===== config.mk =====
export PLATFORM = sky130hd
export DESIGN_NAME = i2c_register_access_master_core
export DESIGN_NICKNAME = d
export VERILOG_FILES = /design/src/rtl/core/i2cra_pkg.sv /design/src/rtl/core/i2cra_front.sv /design/src/rtl/core/i2cra_seq.sv /design/src/rtl/core/i2c_register_access_master_core.sv
export SDC_FILE = /design/constraint.sdc
export NUM_CORES = 1
export LEC_CHECK = 0
export BUFFER_PORTS_ARGS = -buffer_cell sky130_fd_sc_hd__clkbuf_2
export CAP_MARGIN = 20
export CORE_ASPECT_RATIO = 0.75
export CORE_MARGIN = 2
export CORE_UTILIZATION = 60
export DETAILED_ROUTE_END_ITERATION = 16
export PLACE_DENSITY = 0.8
export SKIP_LAST_GASP = 1
export SYNTH_ARGS = -nofsm -noshare
export SYNTH_HDL_FRONTEND = slang
export SYNTH_SLANG_ARGS = --single-unit

===== constraint.sdc =====
create_clock -name clk -period 4.7 [get_ports clk]
set_input_delay 0.47 -clock clk [delete_from_list [all_inputs] [get_ports clk]]
set_output_delay 0.47 -clock clk [all_outputs]
set_load 0.02 [all_outputs]

===== src/rtl/core/i2cra_pkg.sv =====
// Package: shared types and codes for the I2C register access master.
`timescale 1ns / 1ps
package i2cra_pkg;

  localparam logic [1:0] FUNC_TICK     = 2'd0;
  localparam logic [1:0] FUNC_WR_REG   = 2'd1;
  localparam logic [1:0] FUNC_RD_BYTE  = 2'd2;
  localparam logic [1:0] FUNC_RD_WORD  = 2'd3;

  localparam int unsigned QUEUE_DEPTH  = 2;
  localparam int unsigned QPTR_W       = $clog2(QUEUE_DEPTH);
  localparam int unsigned QCNT_W       = $clog2(QUEUE_DEPTH + 1);

  typedef enum logic [2:0] {
    ST_IDLE  = 3'd0,
    ST_START = 3'd1,
    ST_LO    = 3'd2,
    ST_HI    = 3'd3,
    ST_STOP  = 3'd4
  } step_t;

  typedef enum logic [2:0] {
    SL_DEVW = 3'd0,
    SL_REG  = 3'd1,
    SL_DATA = 3'd2,
    SL_DEVR = 3'd3,
    SL_RXH  = 3'd4,
    SL_RXL  = 3'd5
  } slot_t;

  typedef struct packed {
    logic       is_cmd;
    logic [1:0] func;
    logic [7:0] slave_addr;
    logic [7:0] reg_index;
    logic [7:0] wr_data;
    logic       sda_in;
  } item_t;

endpackage


===== src/rtl/core/i2cra_front.sv =====
// Front end: accept input words, classify them and queue them for the sequencer.
`timescale 1ns / 1ps
module i2cra_front (
  input  logic           clk,
  input  logic           rst_n,
  input  logic           in_valid,
  output logic           in_stall,
  input  logic [1:0]     in_func,
  input  logic [7:0]     in_slave_addr,
  input  logic [7:0]     in_reg_index,
  input  logic [7:0]     in_wr_data,
  input  logic           in_sda_in,
  output logic           q_valid,
  output i2cra_pkg::item_t q_item,
  input  logic           q_pop
);
  import i2cra_pkg::*;

  item_t              entry_r [QUEUE_DEPTH];
  logic [QPTR_W-1:0]  wr_ptr_r, wr_ptr_nxt;
  logic [QPTR_W-1:0]  rd_ptr_r, rd_ptr_nxt;
  logic [QCNT_W-1:0]  count_r, count_nxt;
  logic               push;
  logic               pop;
  item_t              new_item;

  assign in_stall = (count_r == QCNT_W'(QUEUE_DEPTH));
  assign push     = in_valid && !in_stall;
  assign pop      = q_pop && (count_r != '0);
  assign q_valid  = (count_r != '0);
  assign q_item   = entry_r[rd_ptr_r];

  always_comb begin
    new_item.is_cmd     = (in_func != FUNC_TICK);
    new_item.func       = in_func;
    new_item.slave_addr = in_slave_addr;
    new_item.reg_index  = in_reg_index;
    new_item.wr_data    = in_wr_data;
    new_item.sda_in     = in_sda_in;
  end

  always_comb begin
    wr_ptr_nxt = wr_ptr_r;
    rd_ptr_nxt = rd_ptr_r;
    count_nxt  = count_r;
    if (push) begin
      wr_ptr_nxt = (wr_ptr_r == QPTR_W'(QUEUE_DEPTH - 1)) ? '0 : wr_ptr_r + 1'b1;
    end
    if (pop) begin
      rd_ptr_nxt = (rd_ptr_r == QPTR_W'(QUEUE_DEPTH - 1)) ? '0 : rd_ptr_r + 1'b1;
    end
    if (push && !pop) begin
      count_nxt = count_r + 1'b1;
    end else if (pop && !push) begin
      count_nxt = count_r - 1'b1;
    end
  end

  always_ff @(posedge clk) begin
    if (!rst_n) begin
      wr_ptr_r <= '0;
      rd_ptr_r <= '0;
      count_r  <= '0;
    end else begin
      wr_ptr_r <= wr_ptr_nxt;
      rd_ptr_r <= rd_ptr_nxt;
      count_r  <= count_nxt;
    end
  end

  always_ff @(posedge clk) begin
    if (push) begin
      entry_r[wr_ptr_r] <= new_item;
    end
  end

`ifndef ASSERT_OFF
  a_count_bound: assert property (@(posedge clk) disable iff (!rst_n)
    count_r <= QCNT_W'(QUEUE_DEPTH))
    else $error("queue count beyond depth");
  a_empty_ptrs: assert property (@(posedge clk) disable iff (!rst_n)
    (count_r == '0) |-> (rd_ptr_r == wr_ptr_r))
    else $error("empty queue with unequal pointers");
  a_pop_count: assert property (@(posedge clk) disable iff (!rst_n)
    (pop && !push) |=> (count_r == $past(count_r) - 1'b1))
    else $error("pop did not lower count");
`endif

endmodule


===== src/rtl/core/i2cra_seq.sv =====
// Back end: I2C bus sequencer and registered result word.
`timescale 1ns / 1ps
module i2cra_seq (
  input  logic             clk,
  input  logic             rst_n,
  input  logic             cfg_wr_en,
  input  logic [15:0]      cfg_wr_data,
  input  logic             q_valid,
  input  i2cra_pkg::item_t q_item,
  output logic             q_pop,
  output logic             out_valid,
  input  logic             out_stall,
  output logic             out_scl,
  output logic             out_sda_release,
  output logic             out_busy_res,
  output logic             out_done_res,
  output logic [15:0]      out_rd_data,
  output logic             out_acked
);
  import i2cra_pkg::*;

  logic [15:0] phase_ticks_r;
  step_t       step_r, step_nxt;
  slot_t       slot_r, slot_nxt;
  logic [3:0]  bit_count_r, bit_count_nxt;
  logic [7:0]  shift_byte_r, shift_byte_nxt;
  logic [15:0] read_word_r, read_word_nxt;
  logic [15:0] tick_count_r, tick_count_nxt;
  logic [1:0]  func_r, func_nxt;
  logic [7:0]  dev_r, dev_nxt;
  logic [7:0]  reg_r, reg_nxt;
  logic [7:0]  data_r, data_nxt;
  logic        ack_seen_r, ack_seen_nxt;
  logic        done_nxt;

  logic        out_valid_r;
  logic        scl_r, sda_r, busy_r, done_r, acked_r;
  logic [15:0] rd_data_r;

  logic [15:0] limit;
  logic        half_end;
  logic        tx_slot;
  logic [7:0]  rx_byte;
  logic        scl_nxt, sda_nxt, level;
  logic        take;

  assign take  = q_valid && (!out_valid_r || !out_stall);
  assign q_pop = take;

  assign limit    = (phase_ticks_r == '0) ? 16'd1 : phase_ticks_r;
  assign half_end = ({1'b0, tick_count_r} + 17'd1) >= {1'b0, limit};
  assign tx_slot  = (slot_r == SL_DEVW) || (slot_r == SL_REG) ||
                    (slot_r == SL_DATA) || (slot_r == SL_DEVR);
  assign rx_byte  = {shift_byte_r[6:0], q_item.sda_in};

  always_comb begin
    step_nxt       = step_r;
    slot_nxt       = slot_r;
    bit_count_nxt  = bit_count_r;
    shift_byte_nxt = shift_byte_r;
    read_word_nxt  = read_word_r;
    tick_count_nxt = tick_count_r;
    func_nxt       = func_r;
    dev_nxt        = dev_r;
    reg_nxt        = reg_r;
    data_nxt       = data_r;
    ack_seen_nxt   = ack_seen_r;
    done_nxt       = 1'b0;
    if (step_r == ST_IDLE) begin
      if (q_item.is_cmd) begin
        func_nxt       = q_item.func;
        dev_nxt        = q_item.slave_addr;
        reg_nxt        = q_item.reg_index;
        data_nxt       = q_item.wr_data;
        ack_seen_nxt   = 1'b1;
        if (q_item.func != FUNC_WR_REG) begin
          read_word_nxt = '0;
        end
        slot_nxt       = SL_DEVW;
        shift_byte_nxt = q_item.slave_addr;
        step_nxt       = ST_START;
        bit_count_nxt  = 4'd1;
        tick_count_nxt = '0;
      end
    end else if (half_end) begin
      tick_count_nxt = '0;
      unique case (step_r)
        ST_START: begin
          if (bit_count_r < 4'd2) begin
            bit_count_nxt = bit_count_r + 4'd1;
          end else begin
            step_nxt      = ST_LO;
            bit_count_nxt = '0;
          end
        end
        ST_LO: begin
          step_nxt = ST_HI;
        end
        ST_HI: begin
          if (tx_slot) begin
            if (bit_count_r < 4'd8) begin
              shift_byte_nxt = {shift_byte_r[6:0], 1'b0};
            end else if (q_item.sda_in) begin
              ack_seen_nxt = 1'b0;
            end
          end else if (bit_count_r < 4'd8) begin
            shift_byte_nxt = rx_byte;
            if (bit_count_r == 4'd7) begin
              read_word_nxt = {read_word_r[7:0], rx_byte};
            end
          end
          if (bit_count_r < 4'd8) begin
            bit_count_nxt = bit_count_r + 4'd1;
            step_nxt      = ST_LO;
          end else begin
            bit_count_nxt = '0;
            unique case (slot_r)
              SL_DEVW: begin
                slot_nxt       = SL_REG;
                shift_byte_nxt = reg_r;
                step_nxt       = ST_LO;
              end
              SL_REG: begin
                if (func_r == FUNC_WR_REG) begin
                  slot_nxt       = SL_DATA;
                  shift_byte_nxt = data_r;
                  step_nxt       = ST_LO;
                end else begin
                  slot_nxt       = SL_DEVR;
                  shift_byte_nxt = dev_r + 8'd1;
                  step_nxt       = ST_START;
                end
              end
              SL_DEVR: begin
                slot_nxt       = SL_RXH;
                shift_byte_nxt = '0;
                step_nxt       = ST_LO;
              end
              SL_RXH: begin
                if (func_r == FUNC_RD_WORD) begin
                  slot_nxt       = SL_RXL;
                  shift_byte_nxt = '0;
                  step_nxt       = ST_LO;
                end else begin
                  step_nxt = ST_STOP;
                end
              end
              default: begin
                step_nxt = ST_STOP;
              end
            endcase
          end
        end
        ST_STOP: begin
          if (bit_count_r < 4'd2) begin
            bit_count_nxt = bit_count_r + 4'd1;
          end else begin
            step_nxt      = ST_IDLE;
            slot_nxt      = SL_DEVW;
            bit_count_nxt = '0;
            done_nxt      = 1'b1;
          end
        end
        default: begin
          step_nxt = ST_IDLE;
        end
      endcase
    end else begin
      tick_count_nxt = tick_count_r + 16'd1;
    end
  end

  always_comb begin
    if ((slot_nxt == SL_DEVW) || (slot_nxt == SL_REG) ||
        (slot_nxt == SL_DATA) || (slot_nxt == SL_DEVR)) begin
      level = (bit_count_nxt < 4'd8) ? shift_byte_nxt[7] : 1'b1;
    end else if (bit_count_nxt < 4'd8) begin
      level = 1'b1;
    end else begin
      level = !((slot_nxt == SL_RXH) && (func_nxt == FUNC_RD_WORD));
    end
    unique case (step_nxt)
      ST_START: begin
        scl_nxt = (bit_count_nxt != 4'd0);
        sda_nxt = (bit_count_nxt != 4'd2);
      end
      ST_LO: begin
        scl_nxt = 1'b0;
        sda_nxt = level;
      end
      ST_HI: begin
        scl_nxt = 1'b1;
        sda_nxt = level;
      end
      ST_STOP: begin
        scl_nxt = (bit_count_nxt != 4'd0);
        sda_nxt = (bit_count_nxt == 4'd2);
      end
      default: begin
        scl_nxt = 1'b1;
        sda_nxt = 1'b1;
      end
    endcase
  end

  always_ff @(posedge clk) begin
    if (!rst_n) begin
      phase_ticks_r <= 16'd1;
    end else if (cfg_wr_en) begin
      phase_ticks_r <= cfg_wr_data;
    end
  end

  always_ff @(posedge clk) begin
    if (!rst_n) begin
      step_r       <= ST_IDLE;
      slot_r       <= SL_DEVW;
      bit_count_r  <= '0;
      shift_byte_r <= '0;
      read_word_r  <= '0;
      tick_count_r <= '0;
      func_r       <= FUNC_TICK;
      dev_r        <= '0;
      reg_r        <= '0;
      data_r       <= '0;
      ack_seen_r   <= 1'b1;
      out_valid_r  <= 1'b0;
    end else begin
      if (take) begin
        step_r       <= step_nxt;
        slot_r       <= slot_nxt;
        bit_count_r  <= bit_count_nxt;
        shift_byte_r <= shift_byte_nxt;
        read_word_r  <= read_word_nxt;
        tick_count_r <= tick_count_nxt;
        func_r       <= func_nxt;
        dev_r        <= dev_nxt;
        reg_r        <= reg_nxt;
        data_r       <= data_nxt;
        ack_seen_r   <= ack_seen_nxt;
        out_valid_r  <= 1'b1;
      end else if (!out_stall) begin
        out_valid_r  <= 1'b0;
      end
    end
  end

  always_ff @(posedge clk) begin
    if (take) begin
      scl_r     <= scl_nxt;
      sda_r     <= sda_nxt;
      busy_r    <= (step_nxt != ST_IDLE);
      done_r    <= done_nxt;
      rd_data_r <= read_word_nxt;
      acked_r   <= ack_seen_nxt;
    end
  end

  assign out_valid       = out_valid_r;
  assign out_scl         = scl_r;
  assign out_sda_release = sda_r;
  assign out_busy_res    = busy_r;
  assign out_done_res    = done_r;
  assign out_rd_data     = rd_data_r;
  assign out_acked       = acked_r;

`ifndef ASSERT_OFF
  a_idle_clear: assert property (@(posedge clk) disable iff (!rst_n)
    (step_r == ST_IDLE) |-> ((bit_count_r == 4'd0) && (tick_count_r == '0)))
    else $error("idle with live counters");
  a_bit_bound: assert property (@(posedge clk) disable iff (!rst_n)
    bit_count_r <= 4'd8)
    else $error("bit count beyond ack slot");
  a_done_idle: assert property (@(posedge clk) disable iff (!rst_n)
    (out_valid_r && done_r) |-> !busy_r)
    else $error("done while busy");
  a_done_from_stop: assert property (@(posedge clk) disable iff (!rst_n)
    (take && done_nxt) |-> (step_r == ST_STOP))
    else $error("done outside stop");
`endif

endmodule


===== src/rtl/core/i2c_register_access_master_core.sv =====
// Top level: I2C register access master with queued tick words.
// A tick word is taken from the queue and its result word is registered in the output register.
// Throughput: one tick word per cycle unless out_stall holds; a step spans phase_ticks words.
// A two-word queue parts input from the sequencer; one output register holds results.
// Reset (synchronous, rst_n low) empties the queue and idles the sequencer, phase_ticks = 1.
`timescale 1ns / 1ps
module i2c_register_access_master_core (
  input  logic        clk,
  input  logic        rst_n,
  input  logic        cfg_wr_en,
  input  logic [15:0] cfg_wr_data,
  input  logic        in_valid,
  output logic        in_stall,
  input  logic [1:0]  in_func,
  input  logic [7:0]  in_slave_addr,
  input  logic [7:0]  in_reg_index,
  input  logic [7:0]  in_wr_data,
  input  logic        in_sda_in,
  output logic        out_valid,
  input  logic        out_stall,
  output logic        out_scl,
  output logic        out_sda_release,
  output logic        out_busy_res,
  output logic        out_done_res,
  output logic [15:0] out_rd_data,
  output logic        out_acked
);
  import i2cra_pkg::*;

  logic  q_valid;
  logic  q_pop;
  item_t q_item;

  i2cra_front u_front (
    .clk           (clk),
    .rst_n         (rst_n),
    .in_valid      (in_valid),
    .in_stall      (in_stall),
    .in_func       (in_func),
    .in_slave_addr (in_slave_addr),
    .in_reg_index  (in_reg_index),
    .in_wr_data    (in_wr_data),
    .in_sda_in     (in_sda_in),
    .q_valid       (q_valid),
    .q_item        (q_item),
    .q_pop         (q_pop)
  );

  i2cra_seq u_seq (
    .clk             (clk),
    .rst_n           (rst_n),
    .cfg_wr_en       (cfg_wr_en),
    .cfg_wr_data     (cfg_wr_data),
    .q_valid         (q_valid),
    .q_item          (q_item),
    .q_pop           (q_pop),
    .out_valid       (out_valid),
    .out_stall       (out_stall),
    .out_scl         (out_scl),
    .out_sda_release (out_sda_release),
    .out_busy_res    (out_busy_res),
    .out_done_res    (out_done_res),
    .out_rd_data     (out_rd_data),
    .out_acked       (out_acked)
  );

endmodule

Word-level counts from Yosys, hierarchy flattened
Memory sizes are Yosys's and may differ from the RTL's. A register that Yosys moved wholly into a read port is not among the register bits.
Index checks and enable logic that the tools add are counted.
- bits in registers: 119
- memory bits (writable): 56
- bits of input ports: 48
- output and inout bits: 23
- logic and storage cells: 175
- memories kept: 1
- memories (name ; words ; bits a word ; read ports ; clocked after memory_dff ; write ports ; line ; text):
    u_front.entry_r ; 2 ; 28 ; 1 ; 1 ; 1 ; i2cra_front.sv:19 ; item_t entry_r [QUEUE_DEPTH];
- $add $sub $neg: 8
- magnitude comparators: 4
- eq/ne operators: 26
- multiplexer cells: 73
- bitwise logic cells: 2
- reductions and logical operators: 38
- operators with widths (cell ; count):
    2-to-1 mux 16 bit ; 12
    2-to-1 mux 8 bit ; 10
    2-to-1 mux 3 bit ; 13
    one-hot mux 8 bit (4 select lines) ; 1
    == test 3 x 2 -> 1 bit (second input constant) ; 8
    one-hot mux 3 bit (4 select lines) ; 2
    2-to-1 mux 1 bit ; 20
    2-to-1 mux 4 bit ; 5
    adder 16 x 1 -> 17 bit (second input constant) ; 1
    >= comparator 17 x 16 -> 1 bit ; 1
    adder 16 x 1 -> 16 bit (second input constant) ; 1
    logical NOT 16 bit ; 1
    == test 3 x 1 -> 1 bit (second input constant) ; 4
    == test 3 bit (second input constant) ; 4
    2-to-1 mux 2 bit ; 5
    nonzero test 2 bit ; 5
    logical NOT 3 bit ; 3
    one-hot mux 3 bit (3 select lines) ; 1
    adder 8 x 1 -> 8 bit (second input constant) ; 1
    less-than comparator 4 bit (second input constant) ; 2
    one-hot mux 4 bit (2 select lines) ; 1
    OR reduction 2 bit ; 4
    logical OR 1 bit ; 7
    == test 2 bit (second input constant) ; 3
    other kinds (23) ; 36

Longest topological paths before layout
- depth after elaboration: 14
- mapped depth: 19
- gate-level depth less buffers: 16

Cells and area by module
Synthesis repeated with hierarchy kept, for this count alone.
- cells, all modules: 819
- area, all modules: 8315.5 um^2
- modules (own cells, without submodules) (module ; instances ; cells each ; area an instance (um^2) ; sequential area each (um^2)):
    i2cra_seq ; 1 ; 706 ; 6055.8 ; 2512.4
    i2cra_front ; 1 ; 113 ; 2259.7 ; 1781.7

Least setup slack after synthesis
OpenSTA, ideal clock, no wires.
- path kind: reg-to-reg
- start point: register u_seq.tick_count_r[0]
- end point: register u_seq.scl_r (netlist: u_seq.out_scl) (data pin)
- setup time: 271 ps
- data arrival time: 3678 ps
- data required time: 4429 ps
- setup slack: 751 ps
- cell stages (with the launch flop): 19
- path buffers: 2
- clock period less this slack: 3949 ps
- cell sequence: dfxtp_1 > ha_1 > and3_4 > nand3_4 > nor3_4 > nand3_1 > xnor2_1 > ha_1 > nand4_1 > nor3_1 > nand2_1 > a41oi_1 > buf_2 > or2_1 > buf_6 > mux2_4 > nand3b_1 > a211oi_1 > a21oi_1
- word-level cells in the longest chain between the ends: 7
- elaborated cells between the ends (all ways): 12
- those cells by class: add/sub: 1; order compare: 1; eq/ne: 3; mux: 5; reduce/logical: 2
- RTL lines (what ; line ; text):
    from (decl) ; i2cra_seq.sv:28 ; logic [15:0] tick_count_r, tick_count_nxt;
    from (signal assigned) ; i2cra_seq.sv:235 ; tick_count_r <= tick_count_nxt;
    adder 16 x 1 -> 17 bit (*) ; i2cra_seq.sv:51 ; assign half_end = ({1'b0, tick_count_r} + 17'd1) >= {1'b0, limit};
    >= comparator 17 x 16 -> 1 bit (*) ; i2cra_seq.sv:51 ;
    2-to-1 mux 3 bit ; i2cra_seq.sv:85 ; end else if (half_end) begin
    2-to-1 mux 3 bit ; i2cra_seq.sv:69 ; if (step_r == ST_IDLE) begin
    == test 3 x 1 -> 1 bit or == test 3 bit (tied branches) ; i2cra_seq.sv:182 ; unique case (step_nxt)
    OR reduction 2 bit (no line) ; n/a ;
    one-hot mux 1 bit (2 select lines) (*) ; i2cra_seq.sv:182 ;
    via u_seq.scl_nxt ; i2cra_seq.sv:44 ; logic scl_nxt, sda_nxt, level;
    to (signal assigned) ; i2cra_seq.sv:250 ; scl_r <= scl_nxt;
    to (decl) ; i2cra_seq.sv:37 ; logic scl_r, sda_r, busy_r, done_r, acked_r;
The timed path passes the listed nets; every way through them passes the cells marked *.
A chain may end at the register's enable or synchronous reset.

Worst setup path after layout
- start point: register u_seq.tick_count_r[2]
- end point: register u_seq.scl_r (netlist: u_seq.out_scl) (data pin)
Same word-level chain as after synthesis.

==> impl_metrics.toml <==
[cells_and_area]
nNetsFinal = 934
drive_gt1_frac = 0.171
syn_to_final_growth_pct = 12.5
multi_input_area_mm2 = 0.00367
fin_util = 0.688
n_antenna_cell = 0
nFillCells = 1018
area.sequential_mm2 = 0.00429

[critical_path]
critical_path_buf_inv_count = 1
max_stage_delay_ns = 0.50
arrival_ns = 4.65
start_kind = "flop"
r2r-start = "u_seq.tick_count_r[2]"
crit_cells = 17
r2r_cells = 17
r2r-end = "u_seq.out_scl"
endpoint = "u_seq.out_scl"
cp_slowest_cell = "a32oi_1"
crit_chain = "and3_1 -> and3_1 -> nand2_1 -> nor3_1 -> nand2_1 -> xnor2_1 -> ha_1 -> nand4_1 -> o21ai_0 -> a31oi_1 -> a41oi_1 -> buf_4 -> or3_1 -> a32oi_1 -> nand3b_1 -> a211oi_1 -> a21oi_1"
critPathKind = "flop to flop"
crit_path_max_fanout = 11
cp-end-kind = "flop"
ff2ff_setup_slack_ns = 0.21
crit_required_ns = 4.86
path_delay_family = "simple AND/OR/NAND/NOR gates"
startpoint = "u_seq.tick_count_r[2]"

[yosys]
yosysWarnings = 0
yosysMostFrequentCell = "nor2_1"
ys_seq_area_frac = 0.516
syn_avg_cell_area_um2 = 10.2
synth.largest_area_cell = "edfxtp_1"
syn_nets = 884
synth_cells = 815
ys_ff_latch = 176
netlist_area_mm2 = 0.00832
ys.flop_type = "dfxtp_1"
synth_edf_count = 77
yosysTopAreaCellShare = 0.278
synthMuxAreaShare = 0.0547
ys_async_sr_fraction = 0
synth.distinct_cells = 73
synth_simple_gate_area_frac = 0.147
synthXorXnorAreaFrac = 0.0263
synthAdderAreaFrac = 0.0316
synth_commonest_cells = "104 x nor2_1, 99 x dfxtp_1, 77 x edfxtp_1"
synth_compound_area_frac = 0.178
synth_top_family_by_area = "compound AO/OA/AOI/OAI gates"
synth_area_leaders = "edfxtp_1 28%, dfxtp_1 24%, mux2i_1 5.3%, nor2_1 4.7%, ha_1 3.2%"

[floorplan]
start_util = 0.611
core_mm2 = 0.0136
dieArea_mm2 = 0.0148
die_x_um = 140
row_count = 37
die_y_um = 106
pin_count = 71

[power_and_ir_drop]
p_clk_frac = 0.227
powerDensity_mw_per_mm2 = 643
intPower_w = 0.00361
power_frac_seq = 0.396
switching_share = 0.401
ir_worst_vdd_mv = 0.516
leakage_nw = 3.72
power_frac_comb = 0.377
p_sw_w = 0.00241

[sta]
period_needed_ns = 4.49
final_max_slew_viol_count = 0
tightest_slew_ns = 1.04
setup_viol = 0
period_share = 0.955
fmax_mhz = 223
skew_ns = 0.0168
rsz0062_at_grt = "false"
finalHoldViolCount = 0
relSlewSlack = 0.304
finalSetupTns_ns = 0

[worst_hold_path]
hold_class = "input port to flop"

[placement]
hpwl_um = 13100
routabilityCongestion = 1.01
port_buffers = 70

[clock_tree]
htreeDepth = 4
clock-sinks = 176
tritoncts = "yes"
clkLatencyLatePin_ns = 0.44
clockBufferDepth = 2
numCtsBuffers = 17
clkTransAtPathRegs_ns = 0.07
post_cts_buffers = 0
cts_root_buf = "clkbuf_16"
holdBufCountCts = 0

[routing]
drcViolationCount = 0
firstDrtPassIters = 6
drtIter0Drc = 656
routed_wl_um = 18700
vias = 6443
viasPerCell = 6.12
drtAntennaViolNets = 0
wl_per_cell_um = 17.7

[global_route]
grt_pass1_wl_um = 30600
grt_overflow_total = 0
grt_use_total = 0.261
grt_pass1_vias = 6116
antenna_found_initial = 0
grt_max_degree = 53

[run]
cap_viol_max_count = 0

[status]
status = "complete, no violations"
==> flip-flops by register name, indices dropped and copies added, names as in the netlist, 8 cells and up, named ones only <==
name and flops:
u_front.entry_r 56, u_seq.data_r 8, u_seq.dev_r 8, u_seq.out_rd_data 16, u_seq.phase_ticks_r 16, u_seq.read_word_r 16, u_seq.reg_r 8, u_seq.shift_byte_r 8
u_seq.tick_count_r 16
==> placed cells by master (no fill, tap or decap), drive strengths merged, types with 15 or more instances in the layout <==
master | netlist | final
inv | 41 | 50
a21oi | 33 | 33
nor3 | 16 | 16
nand2 | 55 | 55
o21ai | 46 | 46
ha | 21 | 21
o211a | 17 | 17
dfxtp | 99 | 99
nand3 | 31 | 31
nor2 | 104 | 104
a211oi | 33 | 33
edfxtp | 77 | 77
clkbuf | 39 | 88
a22oi | 15 | 15
mux2i | 44 | 44
==> power groups by stage <==
stage | sequential (W) | combinational [W] | clock [W]
after CTS | 0.00238 | 0.00224 | 0.00139
after detailed placement | 0.00241 | 0.00222 | 0
after floorplan | 0.00241 | 0.00159 | 0
final | 0.00239 | 0.00227 | 0.00137
after global placement | 0.00237 | 0.00213 | 0
after global routing | 0.00243 | 0.00250 | 0.00145
==> worst min-delay path by stage <==
stage | slack, ns | cells past startpoint | from | to
6_report | 0.22 | 1 | in_reg_index[5] | u_front.entry_r[0][14]
5_1_grt | 0.21 | 1 | in_wr_data[5] | u_front.entry_r[1][6]
4_1_cts | 0.20 | 1 | in_reg_index[5] | u_front.entry_r[0][14]
3_5_place_dp | 0.50 | 2 | u_front.rd_ptr_r | flop
3_3_place_gp | 0.46 | 2 | u_seq.ack_seen_r | u_seq.ack_seen_r
2_1_floorplan | 0.44 | 2 | u_seq.ack_seen_r | u_seq.ack_seen_r
==> kinds of logic after synthesis <==
| group | count (synthesis) |
|---|---|
| and+or+nand+nor | 258 |
| AOI/OAI and AO/OA | 198 |
| DFF | 176 |
| buffers and inverters | 92 |
| muxes | 45 |
| xor gates and xnor gates | 25 |
| adders and majority gates | 21 |
==> final cells by class <==
type,count,share of cell area
clock buffers,18,0.0469
clock inverters,14,0.0150
inverters,42,0.0168
multi-input cells,547,0.392
flip-flops and latches,176,0.459
well taps,175,0.0234
repair buffers,81,0.0471
==> metal layers <==
metal / up-vias / global-route usage / part of all wire
met5: - / 0 / 0
met4: 0 / 0.0757 / 0.011
met3: 19 / 0.0613 / 0.087
met2: 313 / 0.390 / 0.44
met1: 3023 / 0.380 / 0.46
li1: 3088 / - / -
==> worst register-to-register path: stages, from the launching register on <==
cell and delay (ns):
dfxtp_1 0.44, and3_1 0.30, and3_1 0.29, nand2_1 0.12, nor3_1 0.27, nand2_1 0.15
xnor2_1 0.24, ha_1 0.29, nand4_1 0.17, o21ai_0 0.11, a31oi_1 0.20, a41oi_1 0.15
buf_4 0.21, or3_1 0.32, a32oi_1 0.50, nand3b_1 0.16, a211oi_1 0.23, a21oi_1 0.07
==> per-stage QoR <==
step / total power, W / instance area [um2] / cells / hold WS, ns / setup slack [ns]
finish: 0.00602 / 9360 / 1053 / 0.220 / 0.212
global route: 0.00638 / 9360 / 1053 / 0.208 / 0.104
CTS: 0.00601 / 9360 / 1053 / 0.204 / 0.329
detailed placement: 0.00463 / 8780 / 1021 / 0.500 / 0.358
global placement: 0.00450 / 8760 / 1020 / 0.455 / 0.661
floorplan: 0.00400 / 8320 / 815 / 0.442 / 0.751
==> what timing repair did <==
action,4_1_cts,5_1_grt
resized for setup,0,1
setup endpoints to repair,0,1
endpoints found under the hold margin,0,0
Power figures use the tool's default switching activity.
